===== src/rtl/core/hcd_pkg.sv =====
// Shared constants, types and helpers for the Hadamard codeword decoder.
package hcd_pkg;

  localparam int MsgBits  = 6;
  localparam int Levels   = MsgBits - 1;
  localparam int Chips    = 1 << Levels;
  localparam int CodeW    = 32;
  localparam int MsgW     = 6;
  localparam int InDataW  = ((CodeW + 7) / 8) * 8;
  localparam int OutDataW = ((MsgW + 7) / 8) * 8;
  localparam int ChipBufW = (Chips > CodeW) ? Chips : CodeW;
  localparam int CorrW    = Levels + 2;
  localparam int MagW     = Levels + 1;
  localparam int IdxW     = Levels;
  localparam int Nodes    = Chips - 1;

  typedef logic signed [CorrW-1:0] corr_t;
  typedef corr_t corr_vec_t [Chips];

  typedef struct packed {
    logic [MagW-1:0] mag;
    logic            nonpos;
    logic [IdxW-1:0] idx;
  } cand_t;

  function automatic int tree_off(input int s);
    return Chips - (Chips >> s);
  endfunction

  function automatic cand_t make_cand(input corr_t v, input int i);
    cand_t c;
    corr_t a;
    a        = (v < 0) ? -v : v;
    c.mag    = MagW'(a);
    c.nonpos = (v <= 0);
    c.idx    = IdxW'(i);
    return c;
  endfunction

  function automatic cand_t pick(input cand_t a, input cand_t b);
    return (b.mag > a.mag) ? b : a;
  endfunction

endpackage


===== src/rtl/core/hcd_fht.sv =====
// Pipelined fast Walsh-Hadamard transform, one butterfly level per stage.
module hcd_fht (
  input  logic                       clk_i,
  input  logic                       rst_ni,
  input  logic                       in_valid_i,
  output logic                       in_ready_o,
  input  logic [hcd_pkg::CodeW-1:0]  codeword_i,
  output logic                       out_valid_o,
  input  logic                       out_ready_i,
  output hcd_pkg::corr_vec_t         out_corr_o
);
  import hcd_pkg::*;

  logic [ChipBufW-1:0] chip_buf;
  logic [Chips-1:0]    chip_bits;
  corr_t               lvl_in  [Levels][Chips];
  corr_t               lvl_out [Levels][Chips];
  corr_t               data_q  [Levels][Chips];
  logic [Levels-1:0]   valid_q;
  logic [Levels-1:0]   stage_ready;

  assign chip_buf  = ChipBufW'(codeword_i);
  assign chip_bits = chip_buf[Chips-1:0];

  always_comb begin
    for (int c = 0; c < Chips; c++) begin
      lvl_in[0][c] = chip_bits[c] ? corr_t'(1) : {CorrW{1'b1}};
    end
    for (int s = 1; s < Levels; s++) begin
      for (int c = 0; c < Chips; c++) begin
        lvl_in[s][c] = data_q[s-1][c];
      end
    end
  end

  always_comb begin
    for (int s = 0; s < Levels; s++) begin
      for (int i = 0; i < Chips; i++) begin
        if ((i & (1 << s)) == 0) begin
          lvl_out[s][i] = lvl_in[s][i] + lvl_in[s][i + (1 << s)];
        end else begin
          lvl_out[s][i] = lvl_in[s][i - (1 << s)] - lvl_in[s][i];
        end
      end
    end
  end

  for (genvar s = 0; s < Levels; s++) begin : g_stage
    logic up_valid;
    logic down_ready;

    if (s == 0) begin : g_first
      assign up_valid = in_valid_i;
    end else begin : g_mid
      assign up_valid = valid_q[s-1];
    end

    if (s == Levels - 1) begin : g_last
      assign down_ready = out_ready_i;
    end else begin : g_inner
      assign down_ready = stage_ready[s+1];
    end

    assign stage_ready[s] = !valid_q[s] || down_ready;

    always_ff @(posedge clk_i or negedge rst_ni) begin
      if (!rst_ni) begin
        valid_q[s] <= 1'b0;
      end else if (stage_ready[s]) begin
        valid_q[s] <= up_valid;
      end
    end

    always_ff @(posedge clk_i) begin
      if (stage_ready[s] && up_valid) begin
        for (int i = 0; i < Chips; i++) begin
          data_q[s][i] <= lvl_out[s][i];
        end
      end
    end
  end

  assign in_ready_o  = stage_ready[0];
  assign out_valid_o = valid_q[Levels-1];

  always_comb begin
    for (int i = 0; i < Chips; i++) begin
      out_corr_o[i] = data_q[Levels-1][i];
    end
  end

`ifndef NO_ASSERTIONS
  a_even_corr: assert property (@(posedge clk_i) disable iff (!rst_ni)
    out_valid_o |-> !out_corr_o[0][0])
    else $error("odd correlation out of transform");

  a_hold_on_stall: assert property (@(posedge clk_i) disable iff (!rst_ni)
    out_valid_o && !out_ready_i |=> out_valid_o && $stable(out_corr_o[0]))
    else $error("transform output changed under stall");
`endif

endmodule


===== src/rtl/core/hcd_argmax.sv =====
// Pipelined compare tree that finds the largest absolute correlation.
module hcd_argmax (
  input  logic               clk_i,
  input  logic               rst_ni,
  input  logic               in_valid_i,
  output logic               in_ready_o,
  input  hcd_pkg::corr_vec_t corr_i,
  output logic               out_valid_o,
  input  logic               out_ready_i,
  output hcd_pkg::cand_t     best_o
);
  import hcd_pkg::*;

  cand_t             leaf   [Chips];
  cand_t             node_d [Nodes];
  cand_t             node_q [Nodes];
  logic [Levels-1:0] valid_q;
  logic [Levels-1:0] stage_ready;

  always_comb begin
    for (int i = 0; i < Chips; i++) begin
      leaf[i] = make_cand(corr_i[i], i);
    end
    for (int j = 0; j < (Chips >> 1); j++) begin
      node_d[j] = pick(leaf[2*j], leaf[2*j+1]);
    end
    for (int s = 1; s < Levels; s++) begin
      for (int j = 0; j < (Chips >> (s + 1)); j++) begin
        node_d[tree_off(s) + j] = pick(node_q[tree_off(s-1) + 2*j],
                                       node_q[tree_off(s-1) + 2*j + 1]);
      end
    end
  end

  for (genvar s = 0; s < Levels; s++) begin : g_stage
    logic up_valid;
    logic down_ready;

    if (s == 0) begin : g_first
      assign up_valid = in_valid_i;
    end else begin : g_mid
      assign up_valid = valid_q[s-1];
    end

    if (s == Levels - 1) begin : g_last
      assign down_ready = out_ready_i;
    end else begin : g_inner
      assign down_ready = stage_ready[s+1];
    end

    assign stage_ready[s] = !valid_q[s] || down_ready;

    always_ff @(posedge clk_i or negedge rst_ni) begin
      if (!rst_ni) begin
        valid_q[s] <= 1'b0;
      end else if (stage_ready[s]) begin
        valid_q[s] <= up_valid;
      end
    end

    always_ff @(posedge clk_i) begin
      if (stage_ready[s] && up_valid) begin
        for (int j = 0; j < (Chips >> (s + 1)); j++) begin
          node_q[tree_off(s) + j] <= node_d[tree_off(s) + j];
        end
      end
    end
  end

  assign in_ready_o  = stage_ready[0];
  assign out_valid_o = valid_q[Levels-1];
  assign best_o      = node_q[Nodes-1];

`ifndef NO_ASSERTIONS
  a_nonzero_peak: assert property (@(posedge clk_i) disable iff (!rst_ni)
    out_valid_o |-> best_o.mag != '0)
    else $error("winning correlation has zero magnitude");

  a_valid_moves: assert property (@(posedge clk_i) disable iff (!rst_ni)
    out_valid_o && !out_ready_i |=> out_valid_o && $stable(best_o))
    else $error("winner changed under stall");
`endif

endmodule


===== src/rtl/core/hadamard_codeword_decoder_unit.sv =====
// Top level of the biorthogonal Hadamard codeword decoder.
// Decodes one 32-chip hard-decision codeword per transfer into a 6-bit
// message: bits 4..0 are the best-matching Sylvester Hadamard row, bit 5 is
// set when that row correlates zero or negative; ties go to the lowest row.
// Throughput is one codeword per clock while the output is not stalled. A
// codeword passes through five pipelined butterfly levels of the fast
// Walsh-Hadamard transform, then five registered levels of the compare tree.
// Every stage holds under output backpressure, and empty stages still take
// new codewords while a finished result waits.
module hadamard_codeword_decoder_unit (
  input  logic                          clk_i,
  input  logic                          rst_ni,
  input  logic                          s_axis_tvalid,
  output logic                          s_axis_tready,
  input  logic [hcd_pkg::InDataW-1:0]   s_axis_tdata,   // [31:0] codeword
  output logic                          m_axis_tvalid,
  input  logic                          m_axis_tready,
  output logic [hcd_pkg::OutDataW-1:0]  m_axis_tdata    // [5:0] message, [7:6] zero
);
  import hcd_pkg::*;

  logic             fht_valid;
  logic             fht_ready;
  corr_vec_t        fht_corr;
  cand_t            best;
  logic [MsgBits-1:0] msg_full;

  hcd_fht u_fht (
    .clk_i       (clk_i),
    .rst_ni      (rst_ni),
    .in_valid_i  (s_axis_tvalid),
    .in_ready_o  (s_axis_tready),
    .codeword_i  (s_axis_tdata[CodeW-1:0]),
    .out_valid_o (fht_valid),
    .out_ready_i (fht_ready),
    .out_corr_o  (fht_corr)
  );

  hcd_argmax u_argmax (
    .clk_i       (clk_i),
    .rst_ni      (rst_ni),
    .in_valid_i  (fht_valid),
    .in_ready_o  (fht_ready),
    .corr_i      (fht_corr),
    .out_valid_o (m_axis_tvalid),
    .out_ready_i (m_axis_tready),
    .best_o      (best)
  );

  assign msg_full     = {best.nonpos, best.idx};
  assign m_axis_tdata = OutDataW'(MsgW'(msg_full));

`ifndef NO_ASSERTIONS
  a_stall_needs_result: assert property (@(posedge clk_i) disable iff (!rst_ni)
    !s_axis_tready |-> m_axis_tvalid && !m_axis_tready)
    else $error("input stalled without a held result");

  a_pad_zero: assert property (@(posedge clk_i) disable iff (!rst_ni)
    m_axis_tvalid |-> m_axis_tdata[OutDataW-1:MsgW] == '0)
    else $error("output padding not zero");

  a_fill_moves: assert property (@(posedge clk_i) disable iff (!rst_ni)
    m_axis_tready |-> s_axis_tready)
    else $error("pipeline stalled with downstream ready");
`endif

endmodule

===== config.mk =====
export PLATFORM = sky130hd
export DESIGN_NAME = hadamard_codeword_decoder_unit
export DESIGN_NICKNAME = d
export VERILOG_FILES = /design/src/rtl/core/hcd_pkg.sv /design/src/rtl/core/hcd_fht.sv /design/src/rtl/core/hcd_argmax.sv /design/src/rtl/core/hadamard_codeword_decoder_unit.sv
export SDC_FILE = /design/constraint.sdc
export NUM_CORES = 2
export LEC_CHECK = 0
export ABC_AREA = 0
export BUFFER_PORTS_ARGS = -buffer_cell sky130_fd_sc_hd__buf_2
export CAP_MARGIN = 20
export CELL_PAD_IN_SITES_DETAIL_PLACEMENT = 0
export CELL_PAD_IN_SITES_GLOBAL_PLACEMENT = 1
export CORE_MARGIN = 4
export CORE_UTILIZATION = 51
export CTS_BUF_LIST = sky130_fd_sc_hd__clkbuf_4 sky130_fd_sc_hd__clkbuf_8
export CTS_CLUSTER_DIAMETER = 150
export DETAILED_ROUTE_END_ITERATION = 8
export MAX_ROUTING_LAYER = met4
export PLACE_DENSITY = 0.86
export REMOVE_ABC_BUFFERS = 1
export SKIP_LAST_GASP = 1
export SLEW_MARGIN = 20
export SYNTH_ARGS = -nofsm -noshare
export SYNTH_HDL_FRONTEND = slang
export SYNTH_SLANG_ARGS = --single-unit

===== constraint.sdc =====
create_clock -name clk_i -period 18.7 [get_ports clk_i]
set_clock_uncertainty 0.05 [all_clocks]
set_input_delay 2.805 -clock clk_i [delete_from_list [all_inputs] [get_ports clk_i]]
set_output_delay 2.805 -clock clk_i [all_outputs]
set_load 0.01 [all_outputs]

==> out/qor.json <==
{
  "design.portCount": 46,
  "grt_overflow": 0,
  "synth_largest_area_cell": "sky130_fd_sc_hd__edfxtp_1",
  "synthTopCellsByArea": "sky130_fd_sc_hd__edfxtp_1 (45%), sky130_fd_sc_hd__ha_1 (14%), sky130_fd_sc_hd__fa_1 (5.1%)",
  "netlist_area_before_placement_um2": 61900,
  "route.detailed.drc": 0,
  "r2r-end": "u_argmax.node_q[7][9]",
  "timing.setup.tns_ns": 0,
  "clk_transition_reported_paths_ns": 0.06,
  "synthToLayoutAreaGrowth_pct": 8.19,
  "design.final.nets": 6373,
  "sink_count_of_the_clock_tree": 945,
  "maximum_number_of_pins_on_one_net_before_global_route_repair": 81,
  "number_of_failing_hold_endpoints_at_the_final_stage": 0,
  "finalSetupViolCount": 0,
  "post-synth-top-count-cell": "sky130_fd_sc_hd__edfxtp_1",
  "core_area_um2": 120000,
  "post_cts.resized_instances": 0,
  "tritoncts.num_buffers": 160,
  "final-max-slew-violation-count": 0,
  "grtUsageTotal": 0.206,
  "synth_commonest_cells": "sky130_fd_sc_hd__edfxtp_1 (935), sky130_fd_sc_hd__inv_1 (769), sky130_fd_sc_hd__ha_1 (687), sky130_fd_sc_hd__nor2_1 (277), sky130_fd_sc_hd__o21ai_0 (258)",
  "end_kind": "output pin",
  "worst-slew-pin-transition_ns": 1.05,
  "dr.pass1.iters": 6,
  "synth-seq-area-share": 0.458,
  "reg2reg_depth": 12,
  "dieArea_um2": 127000,
  "post-dp-hpwl_mm": 99.3,
  "holdCritPathClass": "reg -> reg",
  "maximum_net_fanout_on_the_critical_path": 5,
  "regToRegStartpoint": "u_fht.data_q[4][211]",
  "grt_setup_unrepaired": "no",
  "critical_path.endpoint": "s_axis_tready",
  "outcome": "complete, no violations",
  "critical_path_arrival_ns": 4.07,
  "first_global_vias": 36800,
  "grt_antenna_before_repair": 3,
  "time_the_worst_path_needs_with_i_o_delays_and_setup_ns": 6.92,
  "globalplace.congestion": 0.890,
  "cts.path.max_buffers": 3,
  "worst-setup-path-type": "in -> out",
  "route.vias.total": 37300,
  "fill_cell_instance_count_of_the_final_layout": 10200,
  "htreeDepth": 4,
  "count_of_state_elements_after_synthesis": 945,
  "worst_slew_margin_rel": 0.299,
  "edff_count_synth": 935,
  "critical_path.startpoint": "m_axis_tready",
  "syn_avg_cell_area_um2": 11.4,
  "cts-hold-fix-buffers": 0,
  "timing.critical_path.from_type": "input port",
  "synth_warnings": 0,
  "wl_per_cell_um": 17.3,
  "crit_required_ns": 15.85,
  "initial_core_util": 0.515,
  "core.rowCount": 127,
  "synth_largest_type_area_fraction": 0.454,
  "finalWirelength_mm": 126,
  "die_outline_width_um": 356,
  "rrSetupSlack_ns": 14.72,
  "grt_pass1_wl_mm": 200,
  "vias_per_cell": 5.15,
  "cts.root.buffer_cell": "sky130_fd_sc_hd__clkbuf_8",
  "cap_viol_max_count": 0,
  "drt_iter0_markers": 2100,
  "antenna_violating_nets_post_route": 0,
  "io_buffer_count": 43,
  "final_min_period_over_clock_period": 0.370,
  "ys_async_sr_fraction": 0.0106,
  "yosys_most_used_dff": "sky130_fd_sc_hd__edfxtp_1",
  "postCtsSetupBuffers": 0,
  "post_synth_inst_count": 5442,
  "clock_tree_from_tritoncts": "done",
  "die_height_um": 356,
  "final_layout_size_suffix_gt1_frac": 0.0894,
  "number_of_distinct_library_cells_after_synthesis": 49,
  "max_freq_mhz": 144,
  "clk-insertion-delay-late_ns": 0.83
}
[layer usage]
metal	GRT usage	part of all wire	vias to the layer above
li1	-	-	18900
met1	0.264	0.45	17700
met2	0.340	0.48	545
met3	0.0260	0.029	189
met4	0.0727	0.033	0
met5	-	0	-
[sequential cells by signal, indices dropped and copies added (netlist names)]
register	flops
u_fht.data_q	697
u_argmax.node_q	238
u_argmax.out_valid_o	1
u_argmax.g_stage.up_valid	4
u_fht.g_stage.up_valid	4
u_fht.out_valid_o	1
[final cells by class]
type	count	area (um2)	area share
Antenna cell	4	10.0	0.000150
Clock inverter	96	841	0.0126
Timing Repair Buffer	61	350	0.00524
Inverter	770	2890	0.0432
Multi-Input combinational cell	3555	30000	0.448
Clock buffer	198	2490	0.0373
Sequential cell	945	28300	0.423
Tap cell	1612	2020	0.0301
[cells by family after synthesis]
family,synth area share
flip-flops,0.458
other,0.0000606
multiplexers,0.0410
AND/OR/NAND/NOR,0.0954
XOR/XNOR,0.0616
buffers and inverters,0.0580
adder cells (fa/ha/maj),0.190
AO/OA/AOI/OAI,0.0963
[layout by cell type, fill, tap and decap left out, types with 157 or more instances in the layout]
cell	instances
sky130_fd_sc_hd__nor2_1	277
sky130_fd_sc_hd__xor2_1	185
sky130_fd_sc_hd__edfxtp_1	935
sky130_fd_sc_hd__o21ai_0	258
sky130_fd_sc_hd__inv_1	768
sky130_fd_sc_hd__ha_1	687
sky130_fd_sc_hd__xnor2_1	250
sky130_fd_sc_hd__nand2b_1	217
sky130_fd_sc_hd__a21oi_1	206
sky130_fd_sc_hd__nor3_1	171
sky130_fd_sc_hd__nor2b_1	171
sky130_fd_sc_hd__clkbuf_8	161
sky130_fd_sc_hd__fa_1	157
[how the worst min path moves through the flow]
stage                                 start                            to  depth (start not counted)
2_1_floorplan     u_fht.g_stage[4].up_valid             u_fht.out_valid_o                          1
3_3_place_gp   u_argmax.g_stage[1].up_valid  u_argmax.g_stage[2].up_valid                          1
3_5_place_dp   u_argmax.g_stage[3].up_valid  u_argmax.g_stage[4].up_valid                          1
4_1_cts        u_argmax.g_stage[1].up_valid  u_argmax.g_stage[2].up_valid                          1
5_1_grt           u_fht.g_stage[4].up_valid             u_fht.out_valid_o                          1
6_report          u_fht.g_stage[4].up_valid             u_fht.out_valid_o                          1
[critical path, cell delays in order]
cell	delay [ns]
sky130_fd_sc_hd__buf_2	0.11
sky130_fd_sc_hd__nand4b_1	0.33
sky130_fd_sc_hd__nor3_1	0.30
sky130_fd_sc_hd__buf_4	0.20
sky130_fd_sc_hd__nand4_1	0.14
sky130_fd_sc_hd__buf_2	0.18
[metrics by stage]
stage	worst slack, ns	util	cell area, um2	std cells	hold slack, ns
6_report	11.78	0.557	66900	7241	0.439
5_1_grt	11.64	0.557	66900	7241	0.464
3_5_place_dp	11.83	0.529	63600	6943	0.433
2_1_floorplan	2.99	-	61200	5270	0.393
4_1_cts	11.79	0.557	66900	7237	0.447
3_3_place_gp	11.78	0.529	63600	6943	0.415
Power is not shown: default switching activity piles up to over one toggle a cycle in this logic, so the estimate is an artifact.
